==> src/sv/vws_pkg.sv <==
// Shared constants, types and register codes of the voltage window supervisor.
package vws_pkg;

   localparam int WINDOW      = 8;
   localparam int SAMPLE_BITS = 12;

   localparam int SLOT_BITS   = (WINDOW > 1) ? $clog2(WINDOW) : 1;
   localparam int SUM_BITS    = SAMPLE_BITS + $clog2(WINDOW);

   localparam int RAW_BITS    = 12;
   localparam int FILT_BITS   = 12;
   localparam int THR_BITS    = 12;
   localparam int TIME_BITS   = 32;
   localparam int CSR_IDX_BITS  = 3;
   localparam int CSR_DATA_BITS = 32;

   localparam logic [THR_BITS-1:0]  HIGH_THR_RESET  = THR_BITS'(3300);
   localparam logic [THR_BITS-1:0]  LOW_THR_RESET   = THR_BITS'(2700);
   localparam logic [TIME_BITS-1:0] HIGH_HOLD_RESET = TIME_BITS'(1000);
   localparam logic [TIME_BITS-1:0] LOW_HOLD_RESET  = TIME_BITS'(1000);

   typedef enum logic [CSR_IDX_BITS-1:0] {
      CSR_HIGH_THRESHOLD = 3'd0,
      CSR_LOW_THRESHOLD  = 3'd1,
      CSR_HIGH_HOLD_TIME = 3'd2,
      CSR_LOW_HOLD_TIME  = 3'd3
   } csr_index_type;

   typedef enum logic [1:0] {
      REGION_MIDDLE = 2'd0,
      REGION_HIGH   = 2'd1,
      REGION_LOW    = 2'd2
   } region_type;

endpackage

==> src/sv/voltage_window_supervisor_core.sv <==
// An accepted request word goes to the input register, then to the result register.
// Throughput: one word per cycle unless rsp_stall holds it; the ring, running sum and
// hold timers update in the cycle a word moves from input register to result register.
// Reset (synchronous, active high) empties both stages, restores the register
// defaults and clears the seeded flag, so the next word reseeds the ring.
module voltage_window_supervisor_core
   import vws_pkg::*;
(
   input  logic                     clock,
   input  logic                     reset,
   // request channel
   input  logic                     req_valid,
   output logic                     req_stall,
   input  logic [RAW_BITS-1:0]      req_raw_sample,
   input  logic [TIME_BITS-1:0]     req_timestamp,
   // response channel
   output logic                     rsp_valid,
   input  logic                     rsp_stall,
   output logic [FILT_BITS-1:0]     rsp_filtered_value,
   output logic [1:0]               rsp_region,
   output logic                     rsp_high_qualified,
   output logic                     rsp_low_qualified,
   // register writes
   input  logic                     csr_valid,
   output logic                     csr_ready,
   input  logic [CSR_IDX_BITS-1:0]  csr_index,
   input  logic [CSR_DATA_BITS-1:0] csr_data
);

   logic                   s1_valid_ff, s1_valid_in;
   logic [SAMPLE_BITS-1:0] s1_sample_ff;
   logic [TIME_BITS-1:0]   s1_time_ff;

   logic                   rsp_valid_ff, rsp_valid_in;
   logic [FILT_BITS-1:0]   rsp_filt_ff;
   region_type             rsp_region_ff, region;
   logic                   rsp_hq_ff, rsp_lq_ff, hq, lq;

   logic [THR_BITS-1:0]    high_thr_ff, low_thr_ff;
   logic [TIME_BITS-1:0]   high_hold_ff, low_hold_ff;

   logic                   high_timing_ff, low_timing_ff;
   logic [TIME_BITS-1:0]   high_start_ff, low_start_ff;
   logic [TIME_BITS-1:0]   high_elapsed, low_elapsed;

   logic                   out_free, fire, accept;
   logic [SAMPLE_BITS-1:0] filtered;

   assign out_free  = !rsp_valid_ff || !rsp_stall;
   assign fire      = s1_valid_ff && out_free;
   assign req_stall = s1_valid_ff && !out_free;
   assign accept    = req_valid && !req_stall;
   assign csr_ready = 1'b1;

   assign s1_valid_in  = accept ? 1'b1 : (fire ? 1'b0 : s1_valid_ff);
   assign rsp_valid_in = fire ? 1'b1 : (out_free ? 1'b0 : rsp_valid_ff);

   vws_avg u_avg (
      .clock    (clock),
      .reset    (reset),
      .step     (fire),
      .sample   (s1_sample_ff),
      .filtered (filtered)
   );

   assign high_elapsed = s1_time_ff - high_start_ff;
   assign low_elapsed  = s1_time_ff - low_start_ff;

   always_comb begin
      priority if (FILT_BITS'(filtered) > FILT_BITS'(high_thr_ff)) begin
         region = REGION_HIGH;
      end else if (FILT_BITS'(filtered) <= FILT_BITS'(low_thr_ff)) begin
         region = REGION_LOW;
      end else begin
         region = REGION_MIDDLE;
      end
      // on entry the elapsed time is zero
      hq = (region == REGION_HIGH) &&
           (high_timing_ff ? (high_elapsed >= high_hold_ff) : (high_hold_ff == '0));
      lq = (region == REGION_LOW) &&
           (low_timing_ff ? (low_elapsed >= low_hold_ff) : (low_hold_ff == '0));
   end

   always_ff @(posedge clock) begin
      if (reset) begin
         s1_valid_ff    <= 1'b0;
         rsp_valid_ff   <= 1'b0;
         high_timing_ff <= 1'b0;
         low_timing_ff  <= 1'b0;
         high_start_ff  <= '0;
         low_start_ff   <= '0;
         high_thr_ff    <= HIGH_THR_RESET;
         low_thr_ff     <= LOW_THR_RESET;
         high_hold_ff   <= HIGH_HOLD_RESET;
         low_hold_ff    <= LOW_HOLD_RESET;
      end else begin
         s1_valid_ff  <= s1_valid_in;
         rsp_valid_ff <= rsp_valid_in;
         if (fire) begin
            high_timing_ff <= (region == REGION_HIGH);
            low_timing_ff  <= (region == REGION_LOW);
            if ((region == REGION_HIGH) && !high_timing_ff) begin
               high_start_ff <= s1_time_ff;
            end
            if ((region == REGION_LOW) && !low_timing_ff) begin
               low_start_ff <= s1_time_ff;
            end
         end
         if (csr_valid) begin
            case (csr_index)
               CSR_HIGH_THRESHOLD: high_thr_ff  <= csr_data[THR_BITS-1:0];
               CSR_LOW_THRESHOLD:  low_thr_ff   <= csr_data[THR_BITS-1:0];
               CSR_HIGH_HOLD_TIME: high_hold_ff <= csr_data[TIME_BITS-1:0];
               CSR_LOW_HOLD_TIME:  low_hold_ff  <= csr_data[TIME_BITS-1:0];
               default: ;  // drop writes to unmapped indexes
            endcase
         end
      end
   end

   always_ff @(posedge clock) begin
      if (accept) begin
         s1_sample_ff <= req_raw_sample[SAMPLE_BITS-1:0];
         s1_time_ff   <= req_timestamp;
      end
      if (fire) begin
         rsp_filt_ff   <= FILT_BITS'(filtered);
         rsp_region_ff <= region;
         rsp_hq_ff     <= hq;
         rsp_lq_ff     <= lq;
      end
   end

   assign rsp_valid          = rsp_valid_ff;
   assign rsp_filtered_value = rsp_filt_ff;
   assign rsp_region         = rsp_region_ff;
   assign rsp_high_qualified = rsp_hq_ff;
   assign rsp_low_qualified  = rsp_lq_ff;

endmodule

==> src/sv/vws_avg.sv <==
// Moving average over a ring of samples with a running sum.
module vws_avg
   import vws_pkg::*;
(
   input  logic                   clock,
   input  logic                   reset,
   input  logic                   step,
   input  logic [SAMPLE_BITS-1:0] sample,
   output logic [SAMPLE_BITS-1:0] filtered
);

   logic [SAMPLE_BITS-1:0] ring_ff [WINDOW];
   logic [SLOT_BITS-1:0]   slot_ff, slot_in;
   logic [SUM_BITS-1:0]    sum_ff, sum_in, quot;
   logic                   seeded_ff;

   always_comb begin
      if (!seeded_ff) begin
         // seed: every slot holds the first sample
         sum_in  = SUM_BITS'(sample) * SUM_BITS'(WINDOW);
         slot_in = slot_ff;
      end else begin
         sum_in  = sum_ff - SUM_BITS'(ring_ff[slot_ff]) + SUM_BITS'(sample);
         slot_in = (slot_ff == SLOT_BITS'(WINDOW - 1)) ? '0 : slot_ff + 1'b1;
      end
      quot     = sum_in / SUM_BITS'(WINDOW);
      filtered = quot[SAMPLE_BITS-1:0];
   end

   always_ff @(posedge clock) begin
      if (reset) begin
         slot_ff   <= '0;
         sum_ff    <= '0;
         seeded_ff <= 1'b0;
      end else if (step) begin
         slot_ff   <= slot_in;
         sum_ff    <= sum_in;
         seeded_ff <= 1'b1;
      end
   end

   always_ff @(posedge clock) begin
      if (step) begin
         if (!seeded_ff) begin
            for (int i = 0; i < WINDOW; i++) begin
               ring_ff[i] <= sample;
            end
         end else begin
            ring_ff[slot_ff] <= sample;
         end
      end
   end

endmodule

==> config.mk <==
export PLATFORM = sky130hd
export DESIGN_NAME = voltage_window_supervisor_core
export DESIGN_NICKNAME = d
export VERILOG_FILES = /design/src/sv/vws_pkg.sv /design/src/sv/voltage_window_supervisor_core.sv /design/src/sv/vws_avg.sv
export SDC_FILE = /design/constraint.sdc
export NUM_CORES = 1
export LEC_CHECK = 0
export BUFFER_PORTS_ARGS = -buffer_cell sky130_fd_sc_hd__buf_2
export CORE_MARGIN = 2
export CORE_UTILIZATION = 50
export CTS_CLUSTER_SIZE = 20
export DETAILED_ROUTE_END_ITERATION = 10
export HOLD_SLACK_MARGIN = 0.05
export PLACE_DENSITY = 0.81
export SLEW_MARGIN = 20
export SYNTH_ARGS = -nofsm -noshare
export SYNTH_HDL_FRONTEND = slang
export SYNTH_SLANG_ARGS = --single-unit
==> constraint.sdc <==
create_clock -name clock -period 5.5 [get_ports clock]
set_input_delay 0.55 -clock clock [delete_from_list [all_inputs] [get_ports clock]]
set_output_delay 0.55 -clock clock [all_outputs]
set_load 0.01 [all_outputs]
# Yosys cells after proc, flatten, opt, wreduce, memory -nomap -nowiden
# Memories as Yosys holds them, arrays and structs flattened. A register that Yosys moved wholly into a read port is not among the register bits.
# Cells that the tools add are included.
# totals
reg_bits	235
latchBits	0
ramBits	96
romBits	0
output_inout_bits	19
wordCells	83
n_memories	1
# mem_list
memory	depth	width	read_ports	rd_ports_with_merged_regs	wr	line	text
u_avg.ring_ff	8	12	1	1	8	vws_avg.sv:12	logic [SAMPLE_BITS-1:0] ring_ff [WINDOW];
# classes
addsub	5
n_mul	0
div_mod_pow	0
order_cmp	4
n_eq_ne	6
shift	0
muxes	21
bitwise_logic	0
reduce_logical	27
# op_table
op	n
32-bit greater-or-equal comparator	2
32-bit zero test	2
32-bit subtractor	2
15-bit by 12-bit adder with 15-bit output	1
15-bit 2-to-1 mux	1
15-bit by 12-bit subtractor with 15-bit output	1
2-bit AND reduction	7
1-bit 2-to-1 mux	13
12-bit greater-than comparator	1
12-bit less-or-equal comparator	1
12-bit 2-to-1 mux	1
3-bit 2-to-1 mux	4
12-bit OR reduction	1
1-bit logical AND	7
3-bit by 2-bit == test with 1-bit output, second input constant	2
1-bit zero test	6
2-bit 2-to-1 mux	2
2-bit nonzero test	2
3-bit by 1-bit adder with 3-bit output, second input constant	1
3-bit by 1-bit == test with 1-bit output, second input constant	1
3-bit == test, second input constant	1
3-bit zero test	1
2-bit by 1-bit == test with 1-bit output, second input constant	1
2-bit == test, second input constant	1
1-bit logical OR	1

# Logic depth before layout (Yosys ltp)
# logic_depth
depth_word	9
depth_mapped	26

# Hierarchy
# Synthesis repeated with hierarchy kept, for this count alone.
# unflattened
hier_cells	2012
area_unflattened_um2	19085.8
# modules_own_cells
module	n_inst	cells_per_inst	area_per_inst_um2	seq_area_each_um2
voltage_window_supervisor_core	1	1575	13259.0	4924.7
vws_avg	1	437	5826.8	3323.2

# Least setup slack after synthesis
# Ideal clock, no wire load.
# synth_path
kind	reg-to-reg
start	register (tool-made name)
end	register high_start_ff[1]
setup_ns	0.070
t_arrival_ns	5.818
setup_slack_ns	-0.388
stages_incl_launch_ff	24
path_buffers	3
period_less_slack_ns	5.888
cell_sequence	dfxtp_1 -> clkbuf_1 -> buf_2 -> mux4_2 -> mux2_2 -> fa_1 -> fa_1 -> nand2b_1 -> a21oi_1 -> o21bai_1 -> a21oi_1 -> nor2_1 -> a211o_1 -> and3_1 -> a211o_1 -> ha_1 -> nand4_1 -> nor2_1 -> o21a_1 -> a2bb2oi_2 -> nor3b_2 -> clkbuf_1 -> nand2_1 -> a21oi_1
# synth_rtl
element	line	text
end signal, assigned	voltage_window_supervisor_core.sv:103	high_start_ff <= s1_time_ff;
end, declared	voltage_window_supervisor_core.sv:43	logic [TIME_BITS-1:0] high_start_ff, low_start_ff;

==> key figures <==
Floorplan
  – Starting Density: 50.7%
  – Chip width: 196 um
  – Cell Rows: 70
  – I/O Pins: 103
  – Die Ht: 196 um
  – Die Area: 0.0386 mm2
  – CORE AREA: 0.0365 mm2

Finish
  – Most frequent cells in the layout: nand2_1 (272), inv_1 (210), a21oi_1 (203)
  – Commonest non-fill, non-tap cell in the layout: nand2_1
  – Antenna cells: 0
  – Register Area: 0.00825 mm2
  – Nets@finish: 2330
  – Share of cells above drive strength 1: 17.1%
  – Footprint of the multi-input gates: 0.00949 mm2
  – Non-filler cells, final: 2562
  – Area delta synth->final: 17.7%
  – Number of fill cells: 2872

Worst setup path
  – CP top delay family: compound AO/OA/AOI/OAI gates
  – Crit path depth: 25
  – Critical Path Source Type: flip-flop
  – Max FO, Critical Path: 8
  – Crit path DAT: 6.21 ns
  – CP max stage delay: 0.48 ns
  – Worst Path Required: 5.89 ns
  – R2r worst-path depth: 25
  – CP bufs+invs: 6
  – Endpoint type of the worst setup path: flip-flop
  – Slowest CP cell: mux4_2
  – WS Path Type: reg2reg

Routing
  – Post-route ant nets: 0
  – Vias per cell: 5.74
  – WL final: 49300 um
  – Drt drc: 0
  – DRT iter0 DRCs: 1009
  – Vias: 14700
  – Initial DRT Pass Iterations: 7
  – Avg WL per Cell: 19.2 um

Clock network
  – TritonCTS Buffers: 37
  – Clock transition at the registers of the reported paths: 0.06 ns
  – Root Driver: clkbuf_16
  – Hold-fix buffers, CTS: 0
  – CTS tree: done
  – H-tree levels: 2
  – Worst skew pair latency: 0.58 ns
  – Max Root-Sink Buffers: 3
  – Clk sinks: 334

GRT
  – Largest net degree at the start of global routing: 99
  – Vias in the first global route: 14500
  – First-pass GRT wire length: 76400 um
  – GRT Util Overall: 25.1%
  – Initial antenna violation count: 0
  – Grt total ovfl: 0

Synth
  – Seq/Total Area, Yosys: 44.5%
  – Compound-Gate Fraction of Synth Area: 14.8%
  – Prevailing post-synth register cell: dfxtp_1
  – Post-synthesis simple-gate area fraction: 12.6%
  – Syn nets: 2170
  – Syn Inst Count: 1905
  – Syn_area_per_cell: 9.72 um2
  – Asr flop ratio synth: 0%
  – Adder-cell share of the synthesized area: 12.8%
  – Number of flops mapped to enable cells by yosys: 156
  – Post-synth cell types: 82
  – #FFs+latches synth: 334
  – Synth warn: 0
  – Mux cell area share after synthesis: 6.09%
  – Largest family of logic cells by synthesized area: compound AO/OA/AOI/OAI gates
  – Xor/xnor share of the synthesized area: 3.12%
  – Synth Cell Area: 0.0185 mm2

STA
  – Final setup vio count: 65
  – Rel. slew slack: 26.4%
  – Max Slew Vio Count: 0
  – Worst Slack Setup Final: -0.317 ns
  – Worst Tran Pin Value: 1.10 ns
  – FMAX: 0.172 GHz
  – Unrepaired setup endpoints after global routing: yes
  – Clock period minus worst slack: 5.82 ns
  – Period utilisation layout: 106%
  – Clock skew: 0.0307 ns
  – Final Hold Vio Count: 0

Hold path
  – Hold depth: 1
  – Hold crit path type: in2reg

Power and ir drop
  – Leakage power: 8.46 nW
  – Tot Pwr: 7.01 mW
  – Max VDD drop: 0.245 mV
  – PD cells: 322 mW/mm2

Status
  – Run status: finished with violations
  – Failing checks: negative setup slack

Placed design
  – HPWL Detailed: 33200 um
  – Number of buffers added on ports: 101
  – Gp weighted congestion: 0.955
  – Pre-CTS setup slack: -0.388 ns
  – Cell total after placement: 2463

Run
  – Max-Cap Viols: 0
path summary, 6_finish.rpt:
kind                                start                           end  slack [ns]
max                             flip-flop  low_start_ff[9]$_SDFFE_PP0P_       -0.32
min                     req_timestamp[31]      s1_time_ff[31]$_DFFE_PP_        0.14
max reg2reg                     flip-flop  low_start_ff[9]$_SDFFE_PP0P_       -0.32
min reg2reg  u_avg.sum_ff[2]$_SDFFE_PP0P_  u_avg.sum_ff[2]$_SDFFE_PP0P_        0.45
repair_timing:
| action | 4_1_cts | 5_1_grt |
|---|---|---|
| resized for setup | 40 | 31 |
| endpoints found under the hold margin | 0 | 0 |
| cloned | 5 | 1 |
| pin swaps | 27 | 27 |
| endpoints found under the setup margin | 66 | 69 |
| setup buffers | 16 | 13 |
report_power, final:
part	internal, mW	switching (mW)
combinational	0.700	0.879
sequential	2.73	0.0778
clock	1.55	1.08
total	4.97	2.04
cell type report:
class | count | share of cell area [%]
Clock buffer | 50 | 4.95
Sequential cell | 334 | 37.9
Multi-Input combinational cell | 1289 | 43.5
Timing Repair Buffer | 190 | 6.30
Tap cell | 468 | 2.69
Inverter | 213 | 3.67
Clock inverter | 18 | 1.04
synth_stat cells, types with 4 or more instances:
master,n,area share [%]
nand2b_1,10,0.34
nor2_1,108,2.2
o21ai_0,46,1.2
o21ai_1,6,0.16
dfxtp_1,178,19
nor4_1,17,0.57
o211a_1,4,0.22
a21o_1,49,2.0
nand2_1,273,5.5
a31oi_1,9,0.30
mux2_2,13,0.79
a211o_1,4,0.19
mux2i_1,44,2.4
mux4_2,24,2.9
xor2_1,19,0.90
or3_1,11,0.37
clkbuf_1,54,1.1
edfxtp_1,156,25
xnor2_1,47,2.2
and3_1,8,0.27
and2_1,7,0.24
o21bai_1,7,0.28
ha_1,167,11
o21a_1,19,0.77
inv_1,212,4.3
nand3_1,18,0.49
nor3_1,13,0.35
a211oi_1,7,0.28
nor2b_1,12,0.41
o2111ai_1,4,0.19
buf_1,6,0.12
fa_1,14,1.5
nand4_1,24,0.81
o31ai_1,6,0.24
a21oi_1,210,5.7
o211ai_1,31,1.3
state kept, by name, summed over array words and instances, names as in the netlist, 2 cells and up, named ones only:
signal and flops:
low_hold_ff 32, low_thr_ff 12, high_thr_ff 12, high_start_ff 32
high_hold_ff 32, u_avg.ring_ff 96, u_avg.slot_ff 3, s1_sample_ff 12
low_start_ff 32, s1_time_ff 32, rsp_region 2, u_avg.sum_ff 15
rsp_filtered_value 12
worst register-to-register path: cells and delay by family, from the launching register on:
kind,cells,cell delay [ns]
buffers and inverters,6,0.90
AND/OR/NAND/NOR,7,0.94
AO/OA/AOI/OAI,6,1.25
adder cells (fa/ha/maj),3,1.19
multiplexers,3,0.98
flip-flops,1,0.38
stage by stage:
stage                     instance area [um2]  hold WS (ns)  util (%)  TNS, ns
final                                   21800         0.145      59.7   -15.48
after detailed placement                19800         0.443      54.3   -16.55
after global routing                    21800         0.142      59.7   -27.24
after global placement                  19800         0.441      54.3    -2.86
after floorplan                         18600         0.432         -        0
after CTS                               21600         0.127      59.1    -6.56
metal layers:
layer | track usage, % | vias up | part of all wire [%]
met5 | 0 | - | 0
met4 | 10.2 | 0 | 3.8
met3 | 3.27 | 122 | 6.0
met2 | 43.6 | 552 | 49
met1 | 31.8 | 7029 | 41
li1 | - | 6997 | -
logic make-up after synthesis:
kind of cell / count (synthesis)
AND/OR/NAND/NOR: 523
AO/OA/AOI/OAI: 437
flip-flops: 334
buffers and inverters: 282
adder cells (fa/ha/maj): 181
multiplexers: 81
XOR/XNOR: 66
other: 1
Note: power is estimated with default switching activity, not from simulation.
